<file path="config.mk">
export PLATFORM = sky130hd
export DESIGN_NAME = jis_kanji_rom_address_map_unit_flat
export DESIGN_NICKNAME = d
export VERILOG_FILES = /design/src/hw/rtl/jkam_pkg.sv /design/src/hw/rtl/jkam_code_if.sv /design/src/hw/rtl/jkam_row_if.sv /design/src/hw/rtl/jis_kanji_rom_address_map_unit.sv /design/src/hw/rtl/jkam_decode.sv /design/src/hw/rtl/jkam_offset.sv /design/src/hw/rtl/jkam_row_gen.sv /design/src/flat_wrapper.sv
export SDC_FILE = /design/constraint.sdc
export NUM_CORES = 1
export LEC_CHECK = 0
export BUFFER_PORTS_ARGS = -buffer_cell sky130_fd_sc_hd__buf_2
export CORE_MARGIN = 1.5
export CORE_UTILIZATION = 31
export DETAILED_ROUTE_END_ITERATION = 10
export GPL_TIMING_DRIVEN = 0
export PLACE_DENSITY = 0.48
export SYNTH_ARGS = -nofsm -noshare
export SYNTH_HDL_FRONTEND = slang
export SYNTH_HIERARCHICAL = 1
export SYNTH_SLANG_ARGS = --single-unit
</file>
<file path="constraint.sdc">
create_clock -name clk -period 4.8 [get_ports clk]
set_clock_uncertainty 0.1 [all_clocks]
set_input_delay 0.24 -clock clk [delete_from_list [all_inputs] [get_ports clk]]
set_output_delay 0.24 -clock clk [all_outputs]
set_load 0.03 [all_outputs]
</file>
<file path="src/hw/rtl/jkam_pkg.sv">
`timescale 1ns / 1ps
// ----------------------------------------------------------------------------
// jkam_pkg
// Shared types and constants for the kanji ROM address map unit.
// ----------------------------------------------------------------------------
package jkam_pkg;

    localparam int unsigned CODE_W  = 16;
    localparam int unsigned ROW_W   = 4;
    localparam int unsigned SRC_W   = 19;
    localparam int unsigned LEFT_W  = 17;
    localparam int unsigned RIGHT_W = 18;
    localparam int unsigned BANK_W  = 5;

    localparam int unsigned ROWS_PER_GLYPH = 16;
    localparam logic [ROW_W-1:0]   ROW_LAST = ROW_W'(ROWS_PER_GLYPH - 1);
    localparam logic [RIGHT_W-1:0] RIGHT_HALF_OFFSET = 18'd131072;

    // Shift-JIS windows of the packed source font
    localparam logic [15:0] SJ_A_LO = 16'h8140;
    localparam logic [15:0] SJ_A_HI = 16'h84c0;
    localparam logic [15:0] SJ_B_LO = 16'h8890;
    localparam logic [15:0] SJ_B_HI = 16'ha000;
    localparam logic [15:0] SJ_C_LO = 16'he040;
    localparam logic [15:0] SJ_C_HI = 16'heab0;
    localparam logic [SRC_W-1:0] SRC_BASE_A = 19'h00000;
    localparam logic [SRC_W-1:0] SRC_BASE_B = 19'h07000;
    localparam logic [SRC_W-1:0] SRC_BASE_C = 19'h35e00;

    localparam logic [7:0] BANK_TABLE [64] = '{
        8'hff, 8'hff, 8'hff, 8'hff, 8'hff, 8'hff, 8'hff, 8'hff,
        8'hff, 8'hff, 8'hff, 8'hff, 8'hff, 8'hff, 8'hff, 8'hff,
        8'hff, 8'h00, 8'h02, 8'h01, 8'hff, 8'hff, 8'hff, 8'hff,
        8'hff, 8'h04, 8'h06, 8'h08, 8'hff, 8'h05, 8'h07, 8'h09,
        8'hff, 8'h0a, 8'h0c, 8'h0e, 8'hff, 8'h0b, 8'h0d, 8'h0f,
        8'hff, 8'h10, 8'h12, 8'h14, 8'hff, 8'h11, 8'h13, 8'h15,
        8'hff, 8'h16, 8'h18, 8'h1a, 8'hff, 8'h17, 8'h19, 8'h1b,
        8'hff, 8'h1c, 8'h1e, 8'h1d, 8'hff, 8'hff, 8'hff, 8'hff
    };

    // decode -> offset stage
    typedef struct packed {
        logic              ok;
        logic [15:0]       sj;
        logic [BANK_W-1:0] bank;
        logic [2:0]        cell_hi;   // code[10:8]
        logic [4:0]        cell_lo;   // code[4:0]
    } dec_beat_t;

    // offset -> row generator
    typedef struct packed {
        logic              ok;
        logic [SRC_W-1:0]  src;
        logic [LEFT_W-1:0] dst;
    } base_beat_t;

endpackage

</file>
<file path="src/hw/rtl/jkam_code_if.sv">
`timescale 1ns / 1ps
// ----------------------------------------------------------------------------
// jkam_code_if
// Input channel: one JIS code per beat.
// ----------------------------------------------------------------------------
interface jkam_code_if import jkam_pkg::*; ();
    logic              valid;
    logic              ready;
    logic [CODE_W-1:0] jis_code;

    modport source (output valid, output jis_code, input ready);
    modport sink   (input valid, input jis_code, output ready);
endinterface

</file>
<file path="src/hw/rtl/jkam_row_if.sv">
`timescale 1ns / 1ps
// ----------------------------------------------------------------------------
// jkam_row_if
// Output channel: one glyph row copy descriptor per beat.
// ----------------------------------------------------------------------------
interface jkam_row_if import jkam_pkg::*; ();
    logic               valid;
    logic               ready;
    logic               copy_valid;
    logic [ROW_W-1:0]   row_index;
    logic [SRC_W-1:0]   source_offset;
    logic [LEFT_W-1:0]  dest_left_offset;
    logic [RIGHT_W-1:0] dest_right_offset;
    logic               last_row;

    modport source (output valid, output copy_valid, output row_index,
                    output source_offset, output dest_left_offset,
                    output dest_right_offset, output last_row, input ready);
    modport sink   (input valid, input copy_valid, input row_index,
                    input source_offset, input dest_left_offset,
                    input dest_right_offset, input last_row, output ready);
endinterface

</file>
<file path="src/hw/rtl/jis_kanji_rom_address_map_unit.sv">
`timescale 1ns / 1ps
// The first result beat of a code leaves the row generator register, after the decode and offset stage registers.
// One result beat per cycle while the sink holds ready; a mapped code gives 16 beats, an unmapped code one.
// The row generator sets that figure; the two stages ahead of it hold one code each meanwhile.
// Reset (rst_n, async, active low) clears all stage valid bits; no state survives an item.
// ----------------------------------------------------------------------------
// jis_kanji_rom_address_map_unit
// Maps JIS kanji codes to source font and split kanji ROM row offsets.
// ----------------------------------------------------------------------------
module jis_kanji_rom_address_map_unit import jkam_pkg::*; (
    input  logic     clk,
    input  logic     rst_n,
    jkam_code_if.sink  code_ch,
    jkam_row_if.source row_ch
);

    logic       dec_valid;
    logic       dec_ready;
    dec_beat_t  dec_beat;
    logic       base_valid;
    logic       base_ready;
    base_beat_t base_beat;

    jkam_decode u_decode (
        .clk      (clk),
        .rst_n    (rst_n),
        .in_valid (code_ch.valid),
        .in_ready (code_ch.ready),
        .jis_code (code_ch.jis_code),
        .dn_valid (dec_valid),
        .dn_ready (dec_ready),
        .dn_beat  (dec_beat)
    );

    jkam_offset u_offset (
        .clk      (clk),
        .rst_n    (rst_n),
        .up_valid (dec_valid),
        .up_ready (dec_ready),
        .up_beat  (dec_beat),
        .dn_valid (base_valid),
        .dn_ready (base_ready),
        .dn_beat  (base_beat)
    );

    jkam_row_gen u_row_gen (
        .clk      (clk),
        .rst_n    (rst_n),
        .up_valid (base_valid),
        .up_ready (base_ready),
        .up_beat  (base_beat),
        .row_ch   (row_ch)
    );

endmodule

</file>
<file path="src/hw/rtl/jkam_decode.sv">
`timescale 1ns / 1ps
// ----------------------------------------------------------------------------
// jkam_decode
// Stage 1: range check, JIS to Shift-JIS conversion and bank table lookup.
// ----------------------------------------------------------------------------
module jkam_decode import jkam_pkg::*; (
    input  logic              clk,
    input  logic              rst_n,
    input  logic              in_valid,
    output logic              in_ready,
    input  logic [CODE_W-1:0] jis_code,
    output logic              dn_valid,
    input  logic              dn_ready,
    output dec_beat_t         dn_beat
);

    logic       valid_reg;
    dec_beat_t  beat_reg;
    dec_beat_t  beat_next;

    logic [7:0] row;
    logic [7:0] jcell;
    logic       range_ok;
    logic [8:0] row_p1;
    logic [7:0] lead;
    logic [7:0] trail;
    logic [5:0] bank_idx;
    logic [7:0] bank_entry;

    always_comb
    begin
        row      = jis_code[15:8];
        jcell    = jis_code[7:0];
        range_ok = (row >= 8'h21) && (row <= 8'h7e) && (jcell >= 8'h21) && (jcell <= 8'h7e);
        row_p1   = {1'b0, row} + 9'd1;
        lead     = row_p1[8:1] + ((row <= 8'h5e) ? 8'h70 : 8'hb0);
        if (row[0])
        begin
            trail = jcell + ((jcell >= 8'h60) ? 8'h20 : 8'h1f);
        end
        else
        begin
            trail = jcell + 8'h7e;
        end
        bank_idx   = {jis_code[14:11], jis_code[6:5]};
        bank_entry = BANK_TABLE[bank_idx];

        beat_next.ok      = range_ok && (bank_entry[7:6] == 2'b00);
        beat_next.sj      = {lead, trail};
        beat_next.bank    = bank_entry[BANK_W-1:0];
        beat_next.cell_hi = jis_code[10:8];
        beat_next.cell_lo = jis_code[4:0];
    end

    assign in_ready = !valid_reg || dn_ready;

    always_ff @(posedge clk or negedge rst_n)
    begin
        if (!rst_n)
        begin
            valid_reg <= 1'b0;
        end
        else if (in_ready)
        begin
            valid_reg <= in_valid;
        end
    end

    always_ff @(posedge clk)
    begin
        if (in_ready && in_valid)
        begin
            beat_reg <= beat_next;
        end
    end

    assign dn_valid = valid_reg;
    assign dn_beat  = beat_reg;

endmodule

</file>
<file path="src/hw/rtl/jkam_offset.sv">
`timescale 1ns / 1ps
// ----------------------------------------------------------------------------
// jkam_offset
// Stage 2: source window match and glyph offsets for both fonts.
// ----------------------------------------------------------------------------
module jkam_offset import jkam_pkg::*; (
    input  logic       clk,
    input  logic       rst_n,
    input  logic       up_valid,
    output logic       up_ready,
    input  dec_beat_t  up_beat,
    output logic       dn_valid,
    input  logic       dn_ready,
    output base_beat_t dn_beat
);

    logic        valid_reg;
    base_beat_t  beat_reg;
    base_beat_t  beat_next;

    logic              hit;
    logic [15:0]       start;
    logic [SRC_W-1:0]  base;
    logic [15:0]       diff;

    always_comb
    begin
        hit   = 1'b1;
        start = SJ_A_LO;
        base  = SRC_BASE_A;
        priority if (up_beat.sj >= SJ_A_LO && up_beat.sj < SJ_A_HI)
        begin
            start = SJ_A_LO;
            base  = SRC_BASE_A;
        end
        else if (up_beat.sj >= SJ_B_LO && up_beat.sj < SJ_B_HI)
        begin
            start = SJ_B_LO;
            base  = SRC_BASE_B;
        end
        else if (up_beat.sj >= SJ_C_LO && up_beat.sj < SJ_C_HI)
        begin
            start = SJ_C_LO;
            base  = SRC_BASE_C;
        end
        else
        begin
            hit = 1'b0;
        end
        diff = up_beat.sj - start;

        beat_next.ok  = up_beat.ok && hit;
        // 32 bytes per glyph
        beat_next.src = base + {diff[13:0], 5'b0_0000};
        beat_next.dst = {up_beat.bank, up_beat.cell_hi, up_beat.cell_lo, 4'b0000};
    end

    assign up_ready = !valid_reg || dn_ready;

    always_ff @(posedge clk or negedge rst_n)
    begin
        if (!rst_n)
        begin
            valid_reg <= 1'b0;
        end
        else if (up_ready)
        begin
            valid_reg <= up_valid;
        end
    end

    always_ff @(posedge clk)
    begin
        if (up_ready && up_valid)
        begin
            beat_reg <= beat_next;
        end
    end

    assign dn_valid = valid_reg;
    assign dn_beat  = beat_reg;

endmodule

</file>
<file path="src/hw/rtl/jkam_row_gen.sv">
`timescale 1ns / 1ps
// ----------------------------------------------------------------------------
// jkam_row_gen
// Stage 3: expands one glyph into per-row beats from running offset registers.
// ----------------------------------------------------------------------------
module jkam_row_gen import jkam_pkg::*; (
    input  logic       clk,
    input  logic       rst_n,
    input  logic       up_valid,
    output logic       up_ready,
    input  base_beat_t up_beat,
    jkam_row_if.source row_ch
);

    logic               valid_reg;
    logic               copy_reg;
    logic [ROW_W-1:0]   row_reg;
    logic [SRC_W-1:0]   src_reg;
    logic [LEFT_W-1:0]  left_reg;
    logic [RIGHT_W-1:0] right_reg;
    logic               last_reg;

    logic               take;
    logic               step;
    logic [ROW_W-1:0]   row_next;

    assign take     = up_valid && up_ready;
    assign step     = valid_reg && row_ch.ready && !last_reg;
    assign row_next = row_reg + ROW_W'(1);
    // free once the final beat of the current glyph leaves
    assign up_ready = !valid_reg || (row_ch.ready && last_reg);

    always_ff @(posedge clk or negedge rst_n)
    begin
        if (!rst_n)
        begin
            valid_reg <= 1'b0;
        end
        else if (up_ready)
        begin
            valid_reg <= up_valid;
        end
    end

    always_ff @(posedge clk)
    begin
        if (take)
        begin
            copy_reg <= up_beat.ok;
            row_reg  <= '0;
            if (up_beat.ok)
            begin
                src_reg   <= up_beat.src;
                left_reg  <= up_beat.dst;
                right_reg <= {1'b0, up_beat.dst} + RIGHT_HALF_OFFSET;
                last_reg  <= (ROW_LAST == '0);
            end
            else
            begin
                src_reg   <= '0;
                left_reg  <= '0;
                right_reg <= '0;
                last_reg  <= 1'b1;
            end
        end
        else if (step)
        begin
            row_reg   <= row_next;
            src_reg   <= src_reg + SRC_W'(2);
            left_reg  <= left_reg + LEFT_W'(1);
            right_reg <= right_reg + RIGHT_W'(1);
            last_reg  <= (row_next == ROW_LAST);
        end
    end

    assign row_ch.valid             = valid_reg;
    assign row_ch.copy_valid        = copy_reg;
    assign row_ch.row_index         = row_reg;
    assign row_ch.source_offset     = src_reg;
    assign row_ch.dest_left_offset  = left_reg;
    assign row_ch.dest_right_offset = right_reg;
    assign row_ch.last_row          = last_reg;

endmodule

</file>
<file path="src/flat_wrapper.sv">
// flat-port wrapper written by rule: the top's interface ports become plain ports
module jis_kanji_rom_address_map_unit_flat import jkam_pkg::*;
  (clk, rst_n, code_ch_valid, code_ch_jis_code, code_ch_ready, row_ch_valid, row_ch_copy_valid, row_ch_row_index, row_ch_source_offset, row_ch_dest_left_offset, row_ch_dest_right_offset, row_ch_last_row, row_ch_ready);
  jkam_code_if code_ch_i ();
  jkam_row_if row_ch_i ();
  input  logic clk;
  input  logic rst_n;
  input wire logic [$bits(code_ch_i.valid)-1:0] code_ch_valid;
  input wire logic [$bits(code_ch_i.jis_code)-1:0] code_ch_jis_code;
  output wire logic [$bits(code_ch_i.ready)-1:0] code_ch_ready;
  output wire logic [$bits(row_ch_i.valid)-1:0] row_ch_valid;
  output wire logic [$bits(row_ch_i.copy_valid)-1:0] row_ch_copy_valid;
  output wire logic [$bits(row_ch_i.row_index)-1:0] row_ch_row_index;
  output wire logic [$bits(row_ch_i.source_offset)-1:0] row_ch_source_offset;
  output wire logic [$bits(row_ch_i.dest_left_offset)-1:0] row_ch_dest_left_offset;
  output wire logic [$bits(row_ch_i.dest_right_offset)-1:0] row_ch_dest_right_offset;
  output wire logic [$bits(row_ch_i.last_row)-1:0] row_ch_last_row;
  input wire logic [$bits(row_ch_i.ready)-1:0] row_ch_ready;
  assign code_ch_i.valid = code_ch_valid;
  assign code_ch_i.jis_code = code_ch_jis_code;
  assign code_ch_ready = code_ch_i.ready;
  assign row_ch_valid = row_ch_i.valid;
  assign row_ch_copy_valid = row_ch_i.copy_valid;
  assign row_ch_row_index = row_ch_i.row_index;
  assign row_ch_source_offset = row_ch_i.source_offset;
  assign row_ch_dest_left_offset = row_ch_i.dest_left_offset;
  assign row_ch_dest_right_offset = row_ch_i.dest_right_offset;
  assign row_ch_last_row = row_ch_i.last_row;
  assign row_ch_i.ready = row_ch_ready;
  jis_kanji_rom_address_map_unit u_core (.clk(clk), .rst_n(rst_n), .code_ch(code_ch_i), .row_ch(row_ch_i));
endmodule
</file>
==> metrics.md <==
| Metric | Value |
|---|---|
| Initial DRC count | `between 400 and 500` |
| Die height | `between 150 and 200 µm` |
| Async SR Flop Fraction | `under 10%` |
| I/O Pins | `between 80 and 90` |
| Clock root buffer | `clkbuf_16` |
| Hold EP | `u_core/u_decode/dn_beat[7]` |
| Largest net degree at the start of global routing | `just under 60` |
| R2R Setup Slk | `between 0.8 and 0.9 ns` |
| Worst Setup Start Kind | `flop` |
| Commonest non-fill, non-tap cells in the layout | `edfxtp_1, buf_2, a21oi_1` |
| Number of synthesized flops with an enable pin | `approximately 110` |
| Commonest non-fill, non-tap cell in the layout | `edfxtp_1` |
| Global Route Usage Sum | `between 10% and 20%` |
| CTS-repair resized insts | `0` |
| Worst hold path class | `input port to flop` |
| RSZ-0062 raised after global routing | `false` |
| Die X | `about 150 µm` |
| Post-CTS setup buffers | `0` |
| Average size of a mapped cell | `~11 µm²` |
| Starting Density | `between 30% and 40%` |
| CTS sink count | `between 100 and 150` |
| Vias in the first global route | `5360` |
| P per Cell Area | `475.1 mW/mm²` |
| Worst Path Arrival | `3.96 ns` |
| CP Max Fanout | `5` |
| Reg2reg start | `u_core/u_decode/dn_beat[18]` |
| Slew headroom | `about 16%` |
| Final setup margin | `slightly below 0.9 ns` |
| Max_cap viols | `0` |
| Distinct cells, synth | `66` |
| Max Buffers Root-to-Sink | `2` |
| Initial antenna violation count | `0` |
| Setup TNS | `0 ns` |
| Wire per inst | `between 15 and 20 µm` |
| Kind of critical path | `flop to flop` |
| Fin crit share | `around 82%` |
| Sequential-to-total area share from yosys stat | `between 50% and 60%` |
| Initial DRT Pass Iterations | `8` |
| Share of layout cells above drive strength 1 | `between 15 and 20%` |
| Layout Nets | `819` |
| Tmin final | `3.914 ns` |
| Routed vias | `~5400` |
| Ant diodes | `0` |
| Vias/cell | `5.111` |
| Area grow syn2layout | `20.04%` |
| Core footprint | `approximately 0.023 mm²` |
| DRT Wirelength | `approximately 17000 µm` |
| Synth Warn # | `6` |
| Synth top area share | `between 40% and 50%` |
| Clock buffer count from CTS | `17` |
| Max reg flops | `30` |
| Post-DP HPWL | `about 13000 µm` |
| Setup Slack @ Placement | `between 0.9 and 1 ns` |
| Crit end category | `flop` |
| Run status | `completed` |
| Worst flop-to-flop path endpoint | `u_core/u_offset/dn_beat[35]` |
| Count of input and output buffers | `78` |
| Dominant synthesized flop cell | `edfxtp_1` |
| # setup viols final | `0` |
| Max IR drop VDD | `between 200 and 250 µV` |
| Critical Path RT | `a little under 5 ns` |
| Top cells by area, synth | `edfxtp_1, ha_1, xnor2_1` |
| Worst Reg-to-Reg Cells | `14` |
| Synthesized instance count | `about 660` |
| Worst hold path depth | `1` |
| DRC | `0` |
| #FFs+latches synth | `121` |
| Die ar. | `between 0.02 and 0.025 mm²` |
| Hold Vio Cnt, Final | `0` |
| GR Overflow Total | `0` |
| CTS clk-pin slew, worst paths | `~0.050 ns` |
| Rows | `between 50 and 60` |
| First-pass GRT wire length | `27780 µm` |
| Least-Margin Pin Slew | `about 1.3 ns` |
| Final slew viol count | `0` |
| Clk_lat worst skew | `~0.4 ns` |
| Routed Antenna Nets | `0` |
| Fmax | `roughly 260 MHz` |
| Leading area contributor after synthesis | `edfxtp_1` |
| H-tree Lvls | `4` |
| Leakage | `3.143 nW` |
| HP Start | `code_ch_jis_code[10]` |
| CTS tree | `built` |
| GP Congestion | `slightly above 0.8` |
| Synthesized area | `between 0.007 and 0.008 mm²` |
## power breakdown
group / switching [mW] / total [mW] / leakage [nW] / internal, mW
registers: 0.182 / 1.63 / 1.14 / 1.44
clock network: 0.432 / 1.29 / 0.293 / 0.853
logic: 0.733 / 1.11 / 1.71 / 0.379
## how the worst max path moves through the flow
stage	slack, ns	endpoint	start	cells past startpoint
after global placement	0.96	u_core/u_offset/dn_beat[35]	u_core/u_decode/dn_beat[18]	14
after floorplan	1.43	u_core/u_offset/dn_beat[35]	u_core/u_decode/dn_beat[23]	15
final	0.89	u_core/u_offset/dn_beat[35]	u_core/u_decode/dn_beat[18]	14
after detailed placement	0.92	u_core/u_offset/dn_beat[35]	u_core/u_decode/dn_beat[18]	14
after global routing	0.46	u_core/u_offset/dn_beat[35]	u_core/u_decode/dn_beat[18]	14
after CTS	0.86	u_core/u_offset/dn_beat[35]	u_core/u_decode/dn_beat[18]	14
## synth_stat cells (3+ instances only)
library cell and number:
a21o_1 4, and3_1 6, xnor2_1 40, and4_1 9, nand4_1 18, or2_2 4
nor2_1 29, edfxtp_1 114, dfrtp_1 3, mux2i_1 4, nor3_1 14, nand3_1 31
o22ai_1 3, nor2b_1 8, a211oi_1 5, a32oi_1 3, ha_1 34, or3_1 9
nand2b_1 10, buf_4 9, xor2_1 23, o21a_1 5, a22o_1 3, inv_1 29
o21ai_0 34, dfxtp_1 4, clkbuf_1 22, nand2_1 34, and2_1 9, or4_1 5
nor3b_1 3, a21oi_1 63, a31oi_1 16, buf_2 5
## worst max-delay path, cell delays in order, from the launching register on
cell	delay [ns]
edfxtp_1	0.44
o31ai_1	0.28
a21boi_0	0.13
o21ai_0	0.47
inv_1	0.19
ha_1	0.25
ha_1	0.33
inv_1	0.05
ha_1	0.29
a211oi_1	0.31
o21ai_0	0.15
a21oi_1	0.24
o21bai_1	0.12
a31oi_1	0.21
xnor2_1	0.10
## metrics by stage
stage / hold slack (ns) / std cells / cell area [µm²] / power (mW) / utilization, %
after floorplan: -0.1556 / 663 / 7084 / 2.403 / -
after global placement: -0.06309 / 1026 / 7831 / 2.731 / 34.80
after detailed placement: -0.06128 / 1026 / 7838 / 2.758 / 34.83
after CTS: 0.002308 / 1061 / 8467 / 4.062 / 37.63
after global routing: 0.01135 / 1061 / 8468 / 4.233 / 37.63
final: 0.01993 / 1061 / 8468 / 4.023 / 37.63
## final cells by class
class                           instances  area [µm²]
Sequential cell                       121        3578
Tap cell                              285       356.6
Timing Repair Buffer                   82       430.4
Inverter                               29       108.9
Buffer                                 39       193.9
Fill cell                            2203       14030
Clock inverter                         12       156.4
Clock buffer                           19       432.9
Multi-Input combinational cell        474        3211
## logic make-up (layout without fill, tap and decap cells)
logic type	Yosys count	in the layout	share of synthesized area, %
buffers and inverters	68	181	4.292
AO/OA/AOI/OAI	165	165	14.54
other	1	9	0.05316
AND/OR/NAND/NOR	198	198	15.68
adder cells (fa/ha/maj)	35	35	6.314
multiplexers	4	4	0.5676
XOR/XNOR	63	63	7.822
flip-flops	121	121	50.73
## repair_timing
item,CTS,global route
hold buffers,4,0
endpoints found under the hold margin,6,0
setup endpoints to repair,0,0
## layer usage
metal | track usage (%) | up-vias | share of wire, %
li1 | - | 2658 | -
met1 | 19.41 | 2580 | 46
met2 | 24.15 | 158 | 47
met3 | 3.326 | 27 | 4.9
met4 | 5.964 | 0 | 2.0
met5 | 0 | - | 0
Power figures use the tool's default switching activity.
